===== src/hw/rtl/rcgr_pkg.sv =====
// shared types and constants of the rx chunk reassembler
// no dependencies
`default_nettype none

package rcgr_pkg;

   localparam int RING_SLOTS       = 16384;
   localparam int CHUNK_BYTES      = 120;
   localparam int MAX_PACKET_BYTES = 2048;
   localparam int CRC_BYTES        = 4;

   localparam int SLOT_W     = $clog2(RING_SLOTS);
   localparam int COUNT_W    = 22;
   localparam int GEN_W      = 8;
   localparam int DATA_W     = 8;
   localparam int ACC_W      = 12;
   localparam int SUM_W      = ACC_W + 1;
   localparam int CODE_W     = 3;
   localparam int PLEN_W     = 12;
   localparam int END_SLOT_W = 14;

   localparam int CSR_ADDR_W = 3;
   localparam int CSR_DATA_W = 32;
   localparam logic [DATA_W-1:0] ERROR_MASK_RESET = 8'h0F;
   localparam logic ERROR_MASK_REG = 1'b0;

   // masked status values with a dedicated code
   localparam logic [DATA_W-1:0] STATUS_ABORTED     = 8'h01;
   localparam logic [DATA_W-1:0] STATUS_CRC_BAD     = 8'h02;
   localparam logic [DATA_W-1:0] STATUS_HW_OVERFLOW = 8'h03;

   typedef enum logic [CODE_W-1:0] {
      RC_OK          = 3'd0,
      RC_TOO_LARGE   = 3'd1,
      RC_OVERRUN     = 3'd2,
      RC_ABORTED     = 3'd3,
      RC_CRC_BAD     = 3'd4,
      RC_HW_OVERFLOW = 3'd5,
      RC_OTHER_IO    = 3'd6
   } code_type;

   typedef struct packed {
      logic [GEN_W-1:0]  gen_before;
      logic [DATA_W-1:0] chunk_len;
      logic [DATA_W-1:0] chunk_status;
      logic [GEN_W-1:0]  gen_after;
   } item_type;

   typedef struct packed {
      logic [COUNT_W-1:0] count;
      logic               open;
      logic [ACC_W-1:0]   accum;
      code_type           sticky;
   } state_type;

   typedef struct packed {
      logic                  valid;
      code_type              code;
      logic [PLEN_W-1:0]     packet_len;
      logic [END_SLOT_W-1:0] end_slot;
   } result_type;

endpackage

`default_nettype wire


===== src/hw/rtl/rcgr_step.sv =====
// per-chunk update of the reassembly state and result forming
// depends on rcgr_pkg
`default_nettype none

module rcgr_step (
   input  wire rcgr_pkg::item_type           item,
   input  wire rcgr_pkg::state_type          state_cur,
   input  wire [rcgr_pkg::DATA_W-1:0]        error_mask,
   output rcgr_pkg::state_type               state_nxt,
   output rcgr_pkg::result_type              result
);

   logic [rcgr_pkg::SLOT_W-1:0] slot;
   logic [rcgr_pkg::GEN_W-1:0]  current;
   logic [rcgr_pkg::GEN_W-1:0]  previous;
   logic [rcgr_pkg::ACC_W-1:0]  len;
   logic [rcgr_pkg::ACC_W-1:0]  acc_base;
   logic [rcgr_pkg::ACC_W-1:0]  acc_new;
   logic [rcgr_pkg::SUM_W-1:0]  sum;
   logic [rcgr_pkg::DATA_W-1:0] masked;
   rcgr_pkg::code_type          err_base;
   rcgr_pkg::code_type          err_len;
   rcgr_pkg::code_type          err_end;

   always_comb begin
      slot     = state_cur.count[rcgr_pkg::SLOT_W-1:0];
      current  = state_cur.count[rcgr_pkg::SLOT_W +: rcgr_pkg::GEN_W];
      previous = current - rcgr_pkg::GEN_W'(1);
      len      = (item.chunk_len != '0) ? rcgr_pkg::ACC_W'(item.chunk_len)
                                        : rcgr_pkg::ACC_W'(rcgr_pkg::CHUNK_BYTES);
      acc_base = state_cur.open ? state_cur.accum : '0;
      err_base = state_cur.open ? state_cur.sticky : rcgr_pkg::RC_OK;
      sum      = {1'b0, acc_base} + {1'b0, len};

      // too-large chunk is dropped from the accumulated length
      if (sum <= rcgr_pkg::SUM_W'(rcgr_pkg::MAX_PACKET_BYTES)) begin
         acc_new = sum[rcgr_pkg::ACC_W-1:0];
         err_len = err_base;
      end else begin
         acc_new = acc_base;
         err_len = rcgr_pkg::RC_TOO_LARGE;
      end

      masked = item.chunk_status & error_mask;
      priority if (masked == '0) begin
         err_end = err_len;
      end else if (masked == rcgr_pkg::STATUS_ABORTED) begin
         err_end = rcgr_pkg::RC_ABORTED;
      end else if (masked == rcgr_pkg::STATUS_CRC_BAD) begin
         err_end = rcgr_pkg::RC_CRC_BAD;
      end else if (masked == rcgr_pkg::STATUS_HW_OVERFLOW) begin
         err_end = rcgr_pkg::RC_HW_OVERFLOW;
      end else begin
         err_end = rcgr_pkg::RC_OTHER_IO;
      end

      state_nxt         = state_cur;
      result.valid      = 1'b0;
      result.code       = err_end;
      result.end_slot   = rcgr_pkg::END_SLOT_W'(slot);
      if (err_end != rcgr_pkg::RC_OK) begin
         result.packet_len = rcgr_pkg::PLEN_W'(acc_new);
      end else if (acc_new >= rcgr_pkg::ACC_W'(rcgr_pkg::CRC_BYTES)) begin
         result.packet_len = rcgr_pkg::PLEN_W'(acc_new - rcgr_pkg::ACC_W'(rcgr_pkg::CRC_BYTES));
      end else begin
         result.packet_len = '0;
      end

      // a slot still holding last lap's generation is not ready yet
      if (item.gen_before != previous) begin
         state_nxt.count = state_cur.count + rcgr_pkg::COUNT_W'(1);
         state_nxt.accum = acc_new;
         state_nxt.open  = 1'b1;
         priority if (item.gen_after != current) begin
            state_nxt.sticky = rcgr_pkg::RC_OVERRUN;
         end else if (item.chunk_len == '0) begin
            state_nxt.sticky = err_len;
         end else begin
            state_nxt.sticky = err_end;
            state_nxt.open   = 1'b0;
            result.valid     = 1'b1;
         end
      end
   end

endmodule

`default_nettype wire


===== src/hw/rtl/rx_chunk_generation_reassembler.sv =====
// path: an accepted item is held in the input register, processed when the result register is free
// or being emptied, and its result is loaded into the result register that drives the rsp channel
// throughput: one item per cycle while the result channel does not stall, set by the single state update in rcgr_step
// reset: synchronous active high; clears valid flags, consumer count, open flag,
// accumulated length, sticky error, and sets error_mask to 0x0F
`default_nettype none

module rx_chunk_generation_reassembler (
   input  wire                                clock,
   input  wire                                reset,
   // chunk descriptor channel
   input  wire                                req_valid,
   output logic                               req_ready,
   input  wire [rcgr_pkg::GEN_W-1:0]          req_gen_before,
   input  wire [rcgr_pkg::DATA_W-1:0]         req_chunk_len,
   input  wire [rcgr_pkg::DATA_W-1:0]         req_chunk_status,
   input  wire [rcgr_pkg::GEN_W-1:0]          req_gen_after,
   // packet result channel
   output logic                               rsp_valid,
   input  wire                                rsp_ready,
   output logic [rcgr_pkg::CODE_W-1:0]        rsp_result_code,
   output logic [rcgr_pkg::PLEN_W-1:0]        rsp_packet_len,
   output logic [rcgr_pkg::END_SLOT_W-1:0]    rsp_end_slot,
   // register port
   input  wire                                csr_psel,
   input  wire                                csr_penable,
   input  wire                                csr_pwrite,
   input  wire [rcgr_pkg::CSR_ADDR_W-1:0]     csr_paddr,
   input  wire [rcgr_pkg::CSR_DATA_W-1:0]     csr_pwdata,
   output logic [rcgr_pkg::CSR_DATA_W-1:0]    csr_prdata,
   output logic                               csr_pready
);

   // input register
   logic                       in_valid_ff;
   logic                       in_valid_in;
   rcgr_pkg::item_type         item_ff;

   // reassembly state
   rcgr_pkg::state_type        state_ff;
   rcgr_pkg::state_type        state_in;
   rcgr_pkg::state_type        state_step;
   rcgr_pkg::result_type       step_result;

   // result register
   logic                       rsp_valid_ff;
   logic                       rsp_valid_in;
   rcgr_pkg::result_type       rsp_ff;

   logic [rcgr_pkg::DATA_W-1:0] error_mask_ff;
   logic [rcgr_pkg::DATA_W-1:0] error_mask_in;

   logic process;
   logic req_take;
   logic csr_write;
   logic csr_hit;

   // process the held item when the result slot is free or being emptied
   assign process   = in_valid_ff && (!rsp_valid_ff || rsp_ready);
   assign req_ready = !in_valid_ff || process;
   assign req_take  = req_valid && req_ready;

   rcgr_step u_step (
      .item       (item_ff),
      .state_cur  (state_ff),
      .error_mask (error_mask_ff),
      .state_nxt  (state_step),
      .result     (step_result)
   );

   // register decode: one register, selected by the top address bit
   assign csr_hit    = (csr_paddr[rcgr_pkg::CSR_ADDR_W-1] == rcgr_pkg::ERROR_MASK_REG);
   assign csr_write  = csr_psel && csr_penable && csr_pwrite && csr_pready;
   assign csr_pready = 1'b1;
   assign csr_prdata = csr_hit ? rcgr_pkg::CSR_DATA_W'(error_mask_ff) : '0;

   always_comb begin
      in_valid_in   = req_take || (in_valid_ff && !process);
      state_in      = process ? state_step : state_ff;
      // a result leaves on rsp_ready; a processed item may refill the slot
      if (process) begin
         rsp_valid_in = step_result.valid;
      end else begin
         rsp_valid_in = rsp_valid_ff && !rsp_ready;
      end
      error_mask_in = (csr_write && csr_hit) ? csr_pwdata[rcgr_pkg::DATA_W-1:0]
                                             : error_mask_ff;
   end

   // control state
   always_ff @(posedge clock) begin
      if (reset) begin
         in_valid_ff   <= 1'b0;
         rsp_valid_ff  <= 1'b0;
         state_ff      <= '{count: '0, open: 1'b0, accum: '0, sticky: rcgr_pkg::RC_OK};
         error_mask_ff <= rcgr_pkg::ERROR_MASK_RESET;
      end else begin
         in_valid_ff   <= in_valid_in;
         rsp_valid_ff  <= rsp_valid_in;
         state_ff      <= state_in;
         error_mask_ff <= error_mask_in;
      end
   end

   // payload registers
   always_ff @(posedge clock) begin
      if (req_take) begin
         item_ff <= '{gen_before:   req_gen_before,
                      chunk_len:    req_chunk_len,
                      chunk_status: req_chunk_status,
                      gen_after:    req_gen_after};
      end
      if (process && step_result.valid) begin
         rsp_ff <= step_result;
      end
   end

   assign rsp_valid       = rsp_valid_ff;
   assign rsp_result_code = rsp_ff.code;
   assign rsp_packet_len  = rsp_ff.packet_len;
   assign rsp_end_slot    = rsp_ff.end_slot;

endmodule

`default_nettype wire


===== config.mk =====
export PLATFORM = sky130hd
export DESIGN_NAME = rx_chunk_generation_reassembler
export DESIGN_NICKNAME = d
export VERILOG_FILES = /design/src/hw/rtl/rcgr_pkg.sv /design/src/hw/rtl/rcgr_step.sv /design/src/hw/rtl/rx_chunk_generation_reassembler.sv
export SDC_FILE = /design/constraint.sdc
export NUM_CORES = 1
export LEC_CHECK = 0
export BUFFER_PORTS_ARGS = -buffer_cell sky130_fd_sc_hd__buf_2
export CAP_MARGIN = 10
export CORE_AREA = 2 2 113 115
export CTS_CLUSTER_DIAMETER = 100
export DETAILED_ROUTE_END_ITERATION = 10
export DIE_AREA = 0 0 115 117
export HOLD_SLACK_MARGIN = 0.02
export PLACE_DENSITY_LB_ADDON = 0.08
export SYNTH_ARGS = -nofsm -noshare
export SYNTH_HDL_FRONTEND = slang
export SYNTH_SLANG_ARGS = --single-unit

===== constraint.sdc =====
create_clock -name clock -period 6.8 [get_ports clock]
set_clock_uncertainty 0.15 [all_clocks]
set_input_delay 0.34 -clock clock [delete_from_list [all_inputs] [get_ports clock]]
set_output_delay 0.34 -clock clock [all_outputs]
set_load 0.01 [all_outputs]

==> out/results.ini <==
[floorplan]
die_area_mm2 = 0.0135
die_y_um = 117
rows = 41
io_pins = 138
die_w_um = 115
core_mm2 = 0.0123
start_util = 0.483

[power_and_ir_drop]
swShare = 0.255
combinationalPowerShare = 0.111
intPower_uw = 1050
power_density_mw_per_mm2 = 202
p_switching_uw = 359
seqPwrFrac = 0.520
pwr-share-clk = 0.368
leakage_uw = 0.00272
ir_drop_v = 0.000107

[routing]
routed_wirelength_mm = 12.9
post_drt_wl_per_cell_um = 15.1
first_pass_iters = 5
vias = 4656
routed_via_density = 5.45
drtAntennaViolNets = 0
drc_errors = 0
drt_iter0_drc = 287

[sta]
rsz0062_at_grt = no
worst_slew_margin_rel = 0.370
fmax_ghz = 0.173
tightestPinTransition_ps = 945
slew_violations = 0
hold_viol = 0
final-setup-viol-count = 0
final.setup.worst_slack_ps = 1030
setup_tns_ps = 0
min_period_ps = 5770
fin_crit_sh = 0.848

[run]
max-cap-violations = 0

[grt]
grt_antenna_before_repair = 0
grt_overflow = 0
global_route.usage.total = 0.199
grt_max_degree = 49
grt_pass1_vias = 4390
grt_pass1_wl_mm = 21.4

[final_layout]
nNetsFinal = 788
fill_cells = 1079
n_antenna_cell = 0
final_util = 0.565
seqCellArea_mm2 = 0.00279
drive_gt1_frac = 0.189
stdcell_count = 855
area_delta_synth_final_pct = 17.2
multi_input_area_mm2 = 0.00286

[yosys]
async_reset_ff_frac = 0
ys_warn_count = 0
syn-cell-area_mm2 = 0.00594
synth_edf_count = 61
synth-seq-area-share = 0.470
syn_inst = 599
syn_area_per_cell_um2 = 9.92
synth.distinct_cells = 77
synth_top_flop_cell = edfxtp_1
ys_ff_latch = 109

[clocking]
clk_pin_slew_ps = 80
cts_sinks = 109
cts_max_level = 3
cts-root-buf = clkbuf_16
cts_tree = done
cts_buffers = 9
cts-resized-gates = 0
clock_latency_ps = 350
clockBufferDepth = 2

[setup_path]
path_class = reg -> reg
max_stage_delay_ps = 580
required_ps = 6710
cp_num_buf_inv = 2
crit_fanout = 14
crit_path_end_kind = flop
path_delay_family = simple AND/OR/NAND/NOR gates
worstSetupStartpointType = flop
crit_slowest_cell = nor4b_4
worstPathCellList = nand2_1 -> inv_1 -> ha_1 -> fa_1 -> a211oi_1 -> o211ai_1 -> and3b_1 -> o41ai_2 -> nand3_1 -> nand2_1 -> buf_4 -> a21oi_1 -> ha_1 -> a21oi_1 -> a41oi_1 -> nor2_1 -> nor4b_4 -> nor3_1
crit_arrival_ps = 5680

[placement]
io_buffers = 86
dp_hpwl_mm = 9.24
gp_congestion = 0.877
dp.cells = 811
place_ws_ps = 1120

[run_status]
status = finished clean

[hold_path]
hp-class = in -> reg

[state kept, by name (all words and copies together) (netlist names)]
signal	count
in_valid_ff	1
error_mask_ff	8
item_ff	32
rsp_packet_len	12
state_ff	38
rsp_end_slot	14
rsp_valid	1
rsp_result_code	3
[placed cells by master (no fill, tap or decap), drive strengths merged, types with 6 or more instances in the layout]
cell,Yosys,layout
nand3b,7,7
inv,17,19
edfxtp,61,61
nor2b,10,10
a21oi,25,25
buf,34,92
dlygate4sd3,0,28
xnor2,23,23
xor2,24,24
nand2,51,51
nand3,18,18
mux2,6,6
clkbuf,19,9
and2,14,14
dfxtp,48,48
ha,13,13
conb,2,25
nor2,68,68
nand4,11,11
o21ai,12,12
nor3,18,18
nand2b,8,8
a211oi,11,11
mux2i,12,12
and3,10,10
[power groups by stage]
stage | clock, uW | sequential (uW) | combinational [uW]
2_1_floorplan | 0 | 742 | 115
3_3_place_gp | 0 | 747 | 140
3_5_place_dp | 0 | 748 | 142
4_1_cts | 532 | 732 | 155
5_1_grt | 558 | 735 | 175
6_report | 518 | 732 | 157
[metal layers]
layer	vias to the layer above	wire length, um	share of wire	global-route usage
li1	2323	-	-	-
met2	161	5930	0.46	0.329
met4	0	206	0.016	0.0586
met5	-	0	0	0
met1	2155	6070	0.47	0.270
met3	17	663	0.051	0.0335
[cell type report]
cell class	instances	share of cell area
clock buffers	9	0.0324
well taps	150	0.0270
inverters	17	0.00917
repair buffers	120	0.109
flip-flops and latches	109	0.401
clock inverters	7	0.0111
multi-input cells	443	0.411
[timing repair]
action                                  in CTS  in global routing
setup buffers                                0                  0
hold endpoints to repair                    26                  2
hold buffers                                26                  2
endpoints found under the setup margin       0                  0
[Yosys cell counts, types with 13 or more instances]
library cell  instances  area, um^2
xnor2_1              23         201
nor2_1               68         255
a21oi_1              25         125
nor3_1               17        85.1
nand3_1              18        90.1
dfxtp_1              48         961
clkbuf_1             19        71.3
edfxtp_1             61        1830
buf_4                25         188
ha_1                 13         163
nand2_1              51         191
xor2_1               24         210
inv_1                17        63.8
[logic make-up (layout without fill, tap and decap cells)]
family / Yosys count / after routing / synth area share
compound gates: 95 / 95 / 0.120
xor+xnor: 47 / 47 / 0.0693
fa+ha+maj: 14 / 14 / 0.0308
buf+inv: 70 / 153 / 0.0636
flops: 109 / 109 / 0.470
mux: 18 / 18 / 0.0316
other cells: 2 / 25 / 0.00126
simple gates: 244 / 244 / 0.213
[path summary, 6_finish.rpt]
| path | startpoint | endpoint | slack, ps | depth (start not counted) |
|---|---|---|---|---|
| worst min-delay path | req_gen_before[5] | item_ff[29] | 40 | 1 |
| worst max-delay path | state_ff[15] | rsp_packet_len[6] | 1030 | 18 |
| worst max register to register | state_ff[15] | rsp_packet_len[6] | 1030 | 18 |
| worst min register to register | state_ff[29] | rsp_end_slot[13] | 330 | 0 |
[per-stage QoR]
step                      instance area, um^2  hold slack [ps]  power [uW]
after global placement                   6380              303         886
final                                    6960             36.1        1410
after detailed placement                 6380              309         890
after global routing                     6960             23.1        1470
after floorplan                          6030              289         858
after CTS                                6940             20.5        1420
Power figures use the tool's default switching activity.
